==> config.mk <==
export PLATFORM = sky130hd
export DESIGN_NAME = meter_peak_hold_ballistics
export DESIGN_NICKNAME = d
export VERILOG_FILES = /design/src/sv/mphb_pkg.sv /design/src/sv/mphb_cfg.sv /design/src/sv/mphb_lane.sv /design/src/sv/meter_peak_hold_ballistics.sv
export SDC_FILE = /design/constraint.sdc
export NUM_CORES = 2
export LEC_CHECK = 0
export BUFFER_PORTS_ARGS = -buffer_cell sky130_fd_sc_hd__buf_4
export CORE_MARGIN = 2
export CORE_UTILIZATION = 62
export DETAILED_ROUTE_END_ITERATION = 8
export PLACE_DENSITY_LB_ADDON = 0.08
export SETUP_SLACK_MARGIN = 0.4
export SLEW_MARGIN = 40
export SYNTH_ARGS = -nofsm -noshare
export SYNTH_HDL_FRONTEND = slang
export SYNTH_SLANG_ARGS = --single-unit
==> constraint.sdc <==
create_clock -name clk -period 13.1 [get_ports clk]
set_input_delay 2.62 -clock clk [delete_from_list [all_inputs] [get_ports clk]]
set_output_delay 2.62 -clock clk [all_outputs]
set_load 0.03 [all_outputs]
==> src/sv/mphb_pkg.sv <==
// Package for the peak-hold meter ballistics block.
// Shared types, register codes, reset values and saturating helpers; no dependencies.
package mphb_pkg;

  localparam int LEVEL_W     = 16;
  localparam int AGE_W       = 16;
  localparam int RATE_W      = 16;
  localparam int ELAPSED_W   = 8;
  localparam int CFG_DATA_W  = 16;
  localparam int CFG_INDEX_W = 3;
  localparam int MAX_BARS    = 2;
  localparam int CHANNELS_DEFAULT = 2;

  localparam logic [15:0] MAX_ELAPSED_MS  = 16'd250;
  localparam logic [15:0] PEAK_FULL_SCALE = 16'd16384;

  typedef logic signed [LEVEL_W-1:0] level_t;
  typedef logic [AGE_W-1:0]          age_t;
  typedef logic [RATE_W-1:0]         rate_t;
  typedef logic [ELAPSED_W-1:0]      elapsed_t;

  typedef enum logic [CFG_INDEX_W-1:0] {
    REG_FLOOR_LEVEL     = 3'd0,
    REG_SILENT_LEVEL    = 3'd1,
    REG_STALL_FALL_RATE = 3'd2,
    REG_HOLD_TIME_MS    = 3'd3,
    REG_HOLD_FALL_RATE  = 3'd4,
    REG_OVER_TIME_MS    = 3'd5
  } reg_index_t;

  localparam level_t RESET_FLOOR_LEVEL     = -16'sd15360;
  localparam level_t RESET_SILENT_LEVEL    = 16'sh8000;
  localparam rate_t  RESET_STALL_FALL_RATE = 16'd9830;
  localparam age_t   RESET_HOLD_TIME_MS    = 16'd2000;
  localparam rate_t  RESET_HOLD_FALL_RATE  = 16'd1311;
  localparam age_t   RESET_OVER_TIME_MS    = 16'd1500;

  typedef struct packed {
    level_t floor_level;
    level_t silent_level;
    rate_t  stall_fall_rate;
    age_t   hold_time_ms;
    rate_t  hold_fall_rate;
    age_t   over_time_ms;
  } cfg_t;

  // per-request control shared by every lane
  typedef struct packed {
    logic     stalled;
    elapsed_t elapsed;
    rate_t    stall_fall;
    rate_t    hold_fall;
  } step_t;

  function automatic level_t sat_sub(input level_t a, input rate_t amount);
    logic signed [LEVEL_W+1:0] r;
    r = {{2{a[LEVEL_W-1]}}, a} - $signed({2'b00, amount});
    if (r < $signed({{3{1'b1}}, {(LEVEL_W-1){1'b0}}})) begin
      sat_sub = {1'b1, {(LEVEL_W-1){1'b0}}};
    end else begin
      sat_sub = r[LEVEL_W-1:0];
    end
  endfunction

  function automatic age_t age_add(input age_t age, input elapsed_t ms);
    logic [AGE_W:0] r;
    r = {1'b0, age} + {{(AGE_W+1-ELAPSED_W){1'b0}}, ms};
    if (r[AGE_W]) begin
      age_add = {AGE_W{1'b1}};
    end else begin
      age_add = r[AGE_W-1:0];
    end
  endfunction

  // fall = (rate * elapsed) >> 8
  function automatic rate_t fall_amount(input rate_t rate, input elapsed_t ms);
    logic [RATE_W+ELAPSED_W-1:0] p;
    p = rate * ms;
    fall_amount = p[RATE_W+ELAPSED_W-1:ELAPSED_W];
  endfunction

endpackage

==> src/sv/mphb_cfg.sv <==
// Configuration register file of the meter ballistics block.
// Depends on mphb_pkg for register codes, reset values and cfg_t.
module mphb_cfg (
  input  logic                            clk,
  input  logic                            rst,
  input  logic                            cfg_we,
  input  logic [mphb_pkg::CFG_INDEX_W-1:0] cfg_index,
  input  logic [mphb_pkg::CFG_DATA_W-1:0]  cfg_data,
  output mphb_pkg::cfg_t                  cfg
);
  import mphb_pkg::*;

  always_ff @(posedge clk) begin
    if (rst) begin
      cfg.floor_level     <= RESET_FLOOR_LEVEL;
      cfg.silent_level    <= RESET_SILENT_LEVEL;
      cfg.stall_fall_rate <= RESET_STALL_FALL_RATE;
      cfg.hold_time_ms    <= RESET_HOLD_TIME_MS;
      cfg.hold_fall_rate  <= RESET_HOLD_FALL_RATE;
      cfg.over_time_ms    <= RESET_OVER_TIME_MS;
    end else if (cfg_we) begin
      case (cfg_index)
        REG_FLOOR_LEVEL:     cfg.floor_level     <= $signed(cfg_data);
        REG_SILENT_LEVEL:    cfg.silent_level    <= $signed(cfg_data);
        REG_STALL_FALL_RATE: cfg.stall_fall_rate <= cfg_data;
        REG_HOLD_TIME_MS:    cfg.hold_time_ms    <= cfg_data;
        REG_HOLD_FALL_RATE:  cfg.hold_fall_rate  <= cfg_data;
        REG_OVER_TIME_MS:    cfg.over_time_ms    <= cfg_data;
        default: ;
      endcase
    end
  end

endmodule

==> src/sv/mphb_lane.sv <==
// One channel of meter ballistics: shown level, hold marker and over flag state.
// Depends on mphb_pkg for types, cfg_t, step_t and saturating helpers.
module mphb_lane (
  input  logic                 clk,
  input  logic                 rst,
  input  logic                 advance,
  input  mphb_pkg::cfg_t       cfg,
  input  mphb_pkg::step_t      step,
  input  mphb_pkg::level_t     momentary,
  input  logic [15:0]          peak,
  output mphb_pkg::level_t     level_next,
  output mphb_pkg::level_t     hold_next,
  output logic                 over_next
);
  import mphb_pkg::*;

  level_t shown_level;
  level_t hold_level;
  age_t   hold_age;
  logic   over_flag;
  age_t   over_age;

  age_t   hold_age_next;
  age_t   over_age_next;
  age_t   hold_age_inc;
  age_t   over_age_inc;
  level_t hold_fallen;

  always_comb begin
    if (step.stalled) begin
      level_next = (shown_level > cfg.floor_level)
        ? sat_sub(shown_level, step.stall_fall) : cfg.silent_level;
    end else begin
      level_next = momentary;
    end

    hold_age_inc = age_add(hold_age, step.elapsed);
    hold_fallen  = sat_sub(hold_level, step.hold_fall);
    if (level_next >= hold_level) begin
      hold_next     = level_next;
      hold_age_next = '0;
    end else begin
      hold_age_next = hold_age_inc;
      if (hold_age_inc > cfg.hold_time_ms) begin
        hold_next = (hold_fallen > level_next) ? hold_fallen : level_next;
      end else begin
        hold_next = hold_level;
      end
    end

    over_age_inc  = age_add(over_age, step.elapsed);
    over_next     = over_flag;
    over_age_next = over_age;
    if (peak >= PEAK_FULL_SCALE) begin
      over_next     = 1'b1;
      over_age_next = '0;
    end else if (over_flag) begin
      over_age_next = over_age_inc;
      if (over_age_inc > cfg.over_time_ms) begin
        over_next = 1'b0;
      end
    end
  end

  always_ff @(posedge clk) begin
    if (rst) begin
      shown_level <= RESET_SILENT_LEVEL;
      hold_level  <= RESET_SILENT_LEVEL;
      hold_age    <= '0;
      over_flag   <= 1'b0;
      over_age    <= '0;
    end else if (advance) begin
      shown_level <= level_next;
      hold_level  <= hold_next;
      hold_age    <= hold_age_next;
      over_flag   <= over_next;
      over_age    <= over_age_next;
    end
  end

endmodule

==> src/sv/meter_peak_hold_ballistics.sv <==
// Level meter with peak-hold marker and latched over flag, two channel bars.
// The input register takes the request; the result register takes the per-lane
// update when advance is high, that is when the output is not stalled.
// Throughput: one request per cycle unless stalled; set by the per-lane update.
// Reset: synchronous rst, no clearing pass; clears in_full and out_valid, sets levels
// and holds to silent, ages, flags and last block count to zero; data is not reset.
module meter_peak_hold_ballistics #(
  parameter int CHANNELS = mphb_pkg::CHANNELS_DEFAULT
) (
  input  logic                             clk,
  input  logic                             rst,
  input  logic                             cfg_we,
  input  logic [mphb_pkg::CFG_INDEX_W-1:0] cfg_index,
  input  logic [mphb_pkg::CFG_DATA_W-1:0]  cfg_data,
  input  logic                             in_valid,
  output logic                             in_stall,
  input  logic [15:0]                      elapsed_ms,
  input  logic [31:0]                      block_count,
  input  logic [7:0]                       channel_count,
  input  logic signed [15:0]               momentary_left,
  input  logic signed [15:0]               momentary_right,
  input  logic [15:0]                      peak_left,
  input  logic [15:0]                      peak_right,
  input  logic signed [15:0]               programme_in,
  output logic                             out_valid,
  input  logic                             out_stall,
  output logic [1:0]                       bars_shown,
  output logic signed [15:0]               level_left,
  output logic signed [15:0]               level_right,
  output logic signed [15:0]               hold_left,
  output logic signed [15:0]               hold_right,
  output logic                             over_left,
  output logic                             over_right,
  output logic signed [15:0]               programme_out
);
  import mphb_pkg::*;

  localparam int LANES = (CHANNELS < MAX_BARS) ? CHANNELS : MAX_BARS;

  cfg_t cfg;

  logic        in_full;
  elapsed_t    in_elapsed;
  logic [31:0] in_blocks;
  logic        in_mono;
  level_t      in_mom   [MAX_BARS];
  logic [15:0] in_peak  [MAX_BARS];
  level_t      in_prog;

  logic [31:0] last_block_count;
  logic        advance;
  step_t       step;

  level_t lane_level [MAX_BARS];
  level_t lane_hold  [MAX_BARS];
  logic   lane_over  [MAX_BARS];
  level_t prog_next;

  mphb_cfg u_cfg (
    .clk       (clk),
    .rst       (rst),
    .cfg_we    (cfg_we),
    .cfg_index (cfg_index),
    .cfg_data  (cfg_data),
    .cfg       (cfg)
  );

  assign advance  = in_full && (!out_valid || !out_stall);
  assign in_stall = in_full && !advance;

  always_ff @(posedge clk) begin
    if (rst) begin
      in_full <= 1'b0;
    end else if (in_valid && !in_stall) begin
      in_full <= 1'b1;
    end else if (advance) begin
      in_full <= 1'b0;
    end
  end

  always_ff @(posedge clk) begin
    if (in_valid && !in_stall) begin
      in_elapsed <= (elapsed_ms > MAX_ELAPSED_MS) ? MAX_ELAPSED_MS[ELAPSED_W-1:0]
                                                  : elapsed_ms[ELAPSED_W-1:0];
      in_blocks  <= block_count;
      in_mono    <= (channel_count == 8'd1);
      in_mom[0]  <= momentary_left;
      in_mom[1]  <= momentary_right;
      in_peak[0] <= peak_left;
      in_peak[1] <= peak_right;
      in_prog    <= programme_in;
    end
  end

  always_ff @(posedge clk) begin
    if (rst) begin
      last_block_count <= '0;
    end else if (advance) begin
      last_block_count <= in_blocks;
    end
  end

  always_comb begin
    step.stalled    = (in_blocks == last_block_count);
    step.elapsed    = in_elapsed;
    step.stall_fall = fall_amount(cfg.stall_fall_rate, in_elapsed);
    step.hold_fall  = fall_amount(cfg.hold_fall_rate, in_elapsed);
  end

  for (genvar i = 0; i < MAX_BARS; i++) begin : g_lane
    if (i < LANES) begin : g_on
      mphb_lane u_lane (
        .clk        (clk),
        .rst        (rst),
        .advance    (advance),
        .cfg        (cfg),
        .step       (step),
        .momentary  (in_mom[i]),
        .peak       (in_peak[i]),
        .level_next (lane_level[i]),
        .hold_next  (lane_hold[i]),
        .over_next  (lane_over[i])
      );
    end else begin : g_off
      assign lane_level[i] = cfg.silent_level;
      assign lane_hold[i]  = cfg.silent_level;
      assign lane_over[i]  = 1'b0;
    end
  end

  always_comb begin
    if (!step.stalled) begin
      prog_next = in_prog;
    end else if (LANES > 1 && !in_mono && lane_level[1] > lane_level[0]) begin
      prog_next = lane_level[1];
    end else begin
      prog_next = lane_level[0];
    end
  end

  always_ff @(posedge clk) begin
    if (rst) begin
      out_valid <= 1'b0;
    end else if (advance) begin
      out_valid <= 1'b1;
    end else if (!out_stall) begin
      out_valid <= 1'b0;
    end
  end

  always_ff @(posedge clk) begin
    if (advance) begin
      bars_shown    <= in_mono ? 2'd1 : 2'd2;
      level_left    <= lane_level[0];
      level_right   <= lane_level[1];
      hold_left     <= lane_hold[0];
      hold_right    <= lane_hold[1];
      over_left     <= lane_over[0];
      over_right    <= lane_over[1];
      programme_out <= prog_next;
    end
  end

endmodule
==> flow_summary.yaml <==
worst_setup_path:
  slowest_delay_ps: 710
  critPathKind: "register to register"
  critPathMaxFanout: 21
  crit_top_cell: "nor2_1"
  r2r-start: "in_elapsed[2]$_SDFFCE_PN0P_"
  critPathArrivalTime_ps: 12710
  cp-start-kind: "register"
  cp.required_ps: 13640
  crit_start: "in_elapsed[2]$_SDFFCE_PN0P_"
  r2r_cells: 44
  ff2ff_setup_slack_ps: 930
  end_kind: "register"
  crit_slowest_cell: "o21bai_1"
  r2r_end: "g_lane[0].g_on.u_lane.hold_level[0]$_SDFFE_PP0P_"
  crit_end: "g_lane[0].g_on.u_lane.hold_level[0]$_SDFFE_PP0P_"
timing:
  maxSlewHeadroom: 0.385
  max_freq_mhz: 82.2
  setup_viol: 0
  rsz0062_at_grt: "false"
  period_needed_ps: 12170
  report.final.slew_viol_count: 0
  finalHoldViolations: 0
  finClkSkew_ps: 25.6
  tns_ps: 0
  whs_ps: 455
  worstMarginPinSlew_ps: 920
  finalCritPeriodShare: 0.929
cts:
  cts_sinks: 437
  clock_latency_ps: 630
  cts.clk_slew.worst_paths_ps: 70
  cts_tree: "built"
  cts_buffer_depth: 3
  cts_root_buf: "clkbuf_16"
  cts_inserted_buffers: 51
  htreeDepth: 2
placed_design:
  dp_hpwl_um: 76800
  portBuffers: 217
  dp.cells: 4707
  gp_congestion: 1.01
worst_hold_path:
  holdCritPathClass: "register to register"
synthesis:
  synth.distinct_cells: 112
  syn-cell-area_um2: 34200
  avgSynthCellArea_um2: 8.79
  ys_seq_area_frac: 0.308
  synth_most_common_cell: "nand2_1"
  ys.flop_type: "dfxtp_1"
  yosysTopAreaCell: "edfxtp_1"
  synth_top_area_share: 0.156
  ys_ff_latch: 437
  syn-num-nets: 4573
  ys_warn_count: 0
  synthTopCellsByCount: "nand2_1 (524), inv_1 (366), ha_1 (350)"
  syn_inst: 3889
  ys_async_sr_fraction: 0
  synth_edf_count: 177
  synth_area_leaders: "edfxtp_1 (16%), dfxtp_1 (15%), ha_1 (13%)"
flow_run:
  max_cap_violations: 0
global_routing:
  first_global_vias: 28100
  grt-ovfl-total: 0
  grt.total_usage: 0.363
  grt_max_degree: 180
  grt_pass1_wl_um: 160000
  antenna_found_initial: 3
drt:
  remaining_drc_errors: 0
  drt-initial-drc-count: 2835
  drt-pass1-iter-count: 7
  detail_route.wl_per_cell_um: 21.4
  num_vias: 29300
  ant_nets: 0
  routed_wl_um: 103000
  routed_via_density: 6.09
run_status:
  status: "finished clean"
cells_and_area:
  synthToLayoutAreaGrowth_pct: 12.4
  seq_area_um2: 10500
  instances_no_fill: 4810
  multiInputGateArea_um2: 21700
  final_util: 0.701
  drive_gt1_frac: 0.107
  final_nets: 4746
  fillers: 4451
floorplanning:
  initial_core_util: 0.624
  core_um2: 54800
  die_area_um2: 57000
  ios: 246
  rows: 86
  die_h_um: 239
  die_w_um: 239
power:
  p_per_area_nw_per_um2: 166
  p_leak_uw: 0.0169
  p_total_uw: 6370
  ir_drop_mv: 0.186
[per-layer routing]
layer,routed length (um),part of all wire,track usage,up-vias
met1,42500,0.41,0.502,13800
met2,44400,0.43,0.552,1421
met3,10000,0.097,0.0618,290
li1,-,-,-,13800
met4,5980,0.058,0.176,4
met5,31,0.00030,0,-
[state kept, by name, indices dropped and copies added (netlist names), 2 cells and up]
signal,flops
u_cfg.cfg,96
g_lane.g_on.u_lane.hold_age,32
g_lane.g_on.u_lane.hold_level,32
g_lane.g_on.u_lane.over_age,32
g_lane.g_on.u_lane.shown_level,32
in_blocks,32
in_mom,32
last_block_count,32
hold_left,16
hold_right,16
in_prog,16
level_left,16
level_right,16
programme_out,16
in_elapsed,8
in_peak,4
bars_shown,2
g_lane.g_on.u_lane.over_flag,2
[repair_timing]
action | 4_1_cts | 5_1_grt
endpoints found under the setup margin | 0 | 15
buffers inserted | 0 | 6
gates resized for setup | 0 | 1
hold buffers | 0 | 0
[power breakdown]
group	total (uW)	switching, uW	internal (uW)
combinational	3250	1960	1290
clock	1580	668	915
sequential	1540	56.2	1480
[stage by stage]
step / setup WS, ps / cell area [um^2]
after floorplan: 3390 / 34200
after global placement: 1330 / 36500
after detailed placement: 1180 / 36500
after CTS: 1060 / 38300
after global routing: 429 / 38400
final: 930 / 38400
[cell usage in the layout (no fill, tap or decap), drive strengths merged, types with 18 or more instances in the layout]
cell,synthesis,final
nand3,48,48
ha,350,350
nand2b,38,38
o31ai,25,25
edfxtp,177,177
nor2,254,254
nand3b,45,45
or3,18,18
nand4,44,44
a31oi,29,29
xnor2,79,79
and2,195,195
xor2,65,65
o21a,43,43
o21ai,166,166
buf,24,273
o22ai,20,20
clkbuf,129,53
a22oi,66,66
a211oi,21,21
nor2b,73,73
a21o,81,81
nand2,524,524
dfxtp,260,260
inv,367,379
or2,20,20
a21oi,293,293
fa,174,174
nor3,43,43
[cell type report]
| cell class | count | share of cell area |
|---|---|---|
| sequential | 437 | 0.274 |
| tap | 704 | 0.0229 |
| multi-input combinational | 2931 | 0.564 |
| inverter | 367 | 0.0360 |
| clock inverter | 44 | 0.0145 |
| clock buffer | 52 | 0.0336 |
| timing repair buffer | 274 | 0.0548 |
| antenna | 1 | 0.0000652 |
[cell families after synthesis]
| group | synth area share |
|---|---|
| AOI/OAI and AO/OA | 0.170 |
| xor gates and xnor gates | 0.0371 |
| muxes | 0.00286 |
| and+or+nand+nor | 0.192 |
| adders and majority gates | 0.231 |
| DFF | 0.308 |
| buffers and inverters | 0.0596 |
[critical path, delay by kind of cell (launching register included)]
family	cells	cell delay (ps)
AND/OR/NAND/NOR	12	1960
buffers and inverters	6	930
flip-flops	1	630
AO/OA/AOI/OAI	18	5180
adder cells (fa/ha/maj)	7	2960
XOR/XNOR	1	380
[worst min path at each step]
stage / slack (ps) / endpoint / cells after the start / startpoint
finish: 450 / u_cfg.cfg[43]$_SDFFE_PP0P_ / 2 / u_cfg.cfg[43]$_SDFFE_PP0P_
global route: 470 / u_cfg.cfg[43]$_SDFFE_PP0P_ / 2 / u_cfg.cfg[43]$_SDFFE_PP0P_
CTS: 460 / u_cfg.cfg[43]$_SDFFE_PP0P_ / 2 / u_cfg.cfg[43]$_SDFFE_PP0P_
detailed placement: 450 / u_cfg.cfg[1]$_SDFFE_PP0P_ / 2 / u_cfg.cfg[1]$_SDFFE_PP0P_
global placement: 440 / u_cfg.cfg[92]$_SDFFE_PP0P_ / 2 / u_cfg.cfg[92]$_SDFFE_PP0P_
floorplan: 440 / g_lane[1].g_on.u_lane.over_age[0]$_SDFFE_PP0P_ / 2 / g_lane[1].g_on.u_lane.over_age[0]$_SDFFE_PP0P_
Note: power is estimated with default switching activity, not from simulation.
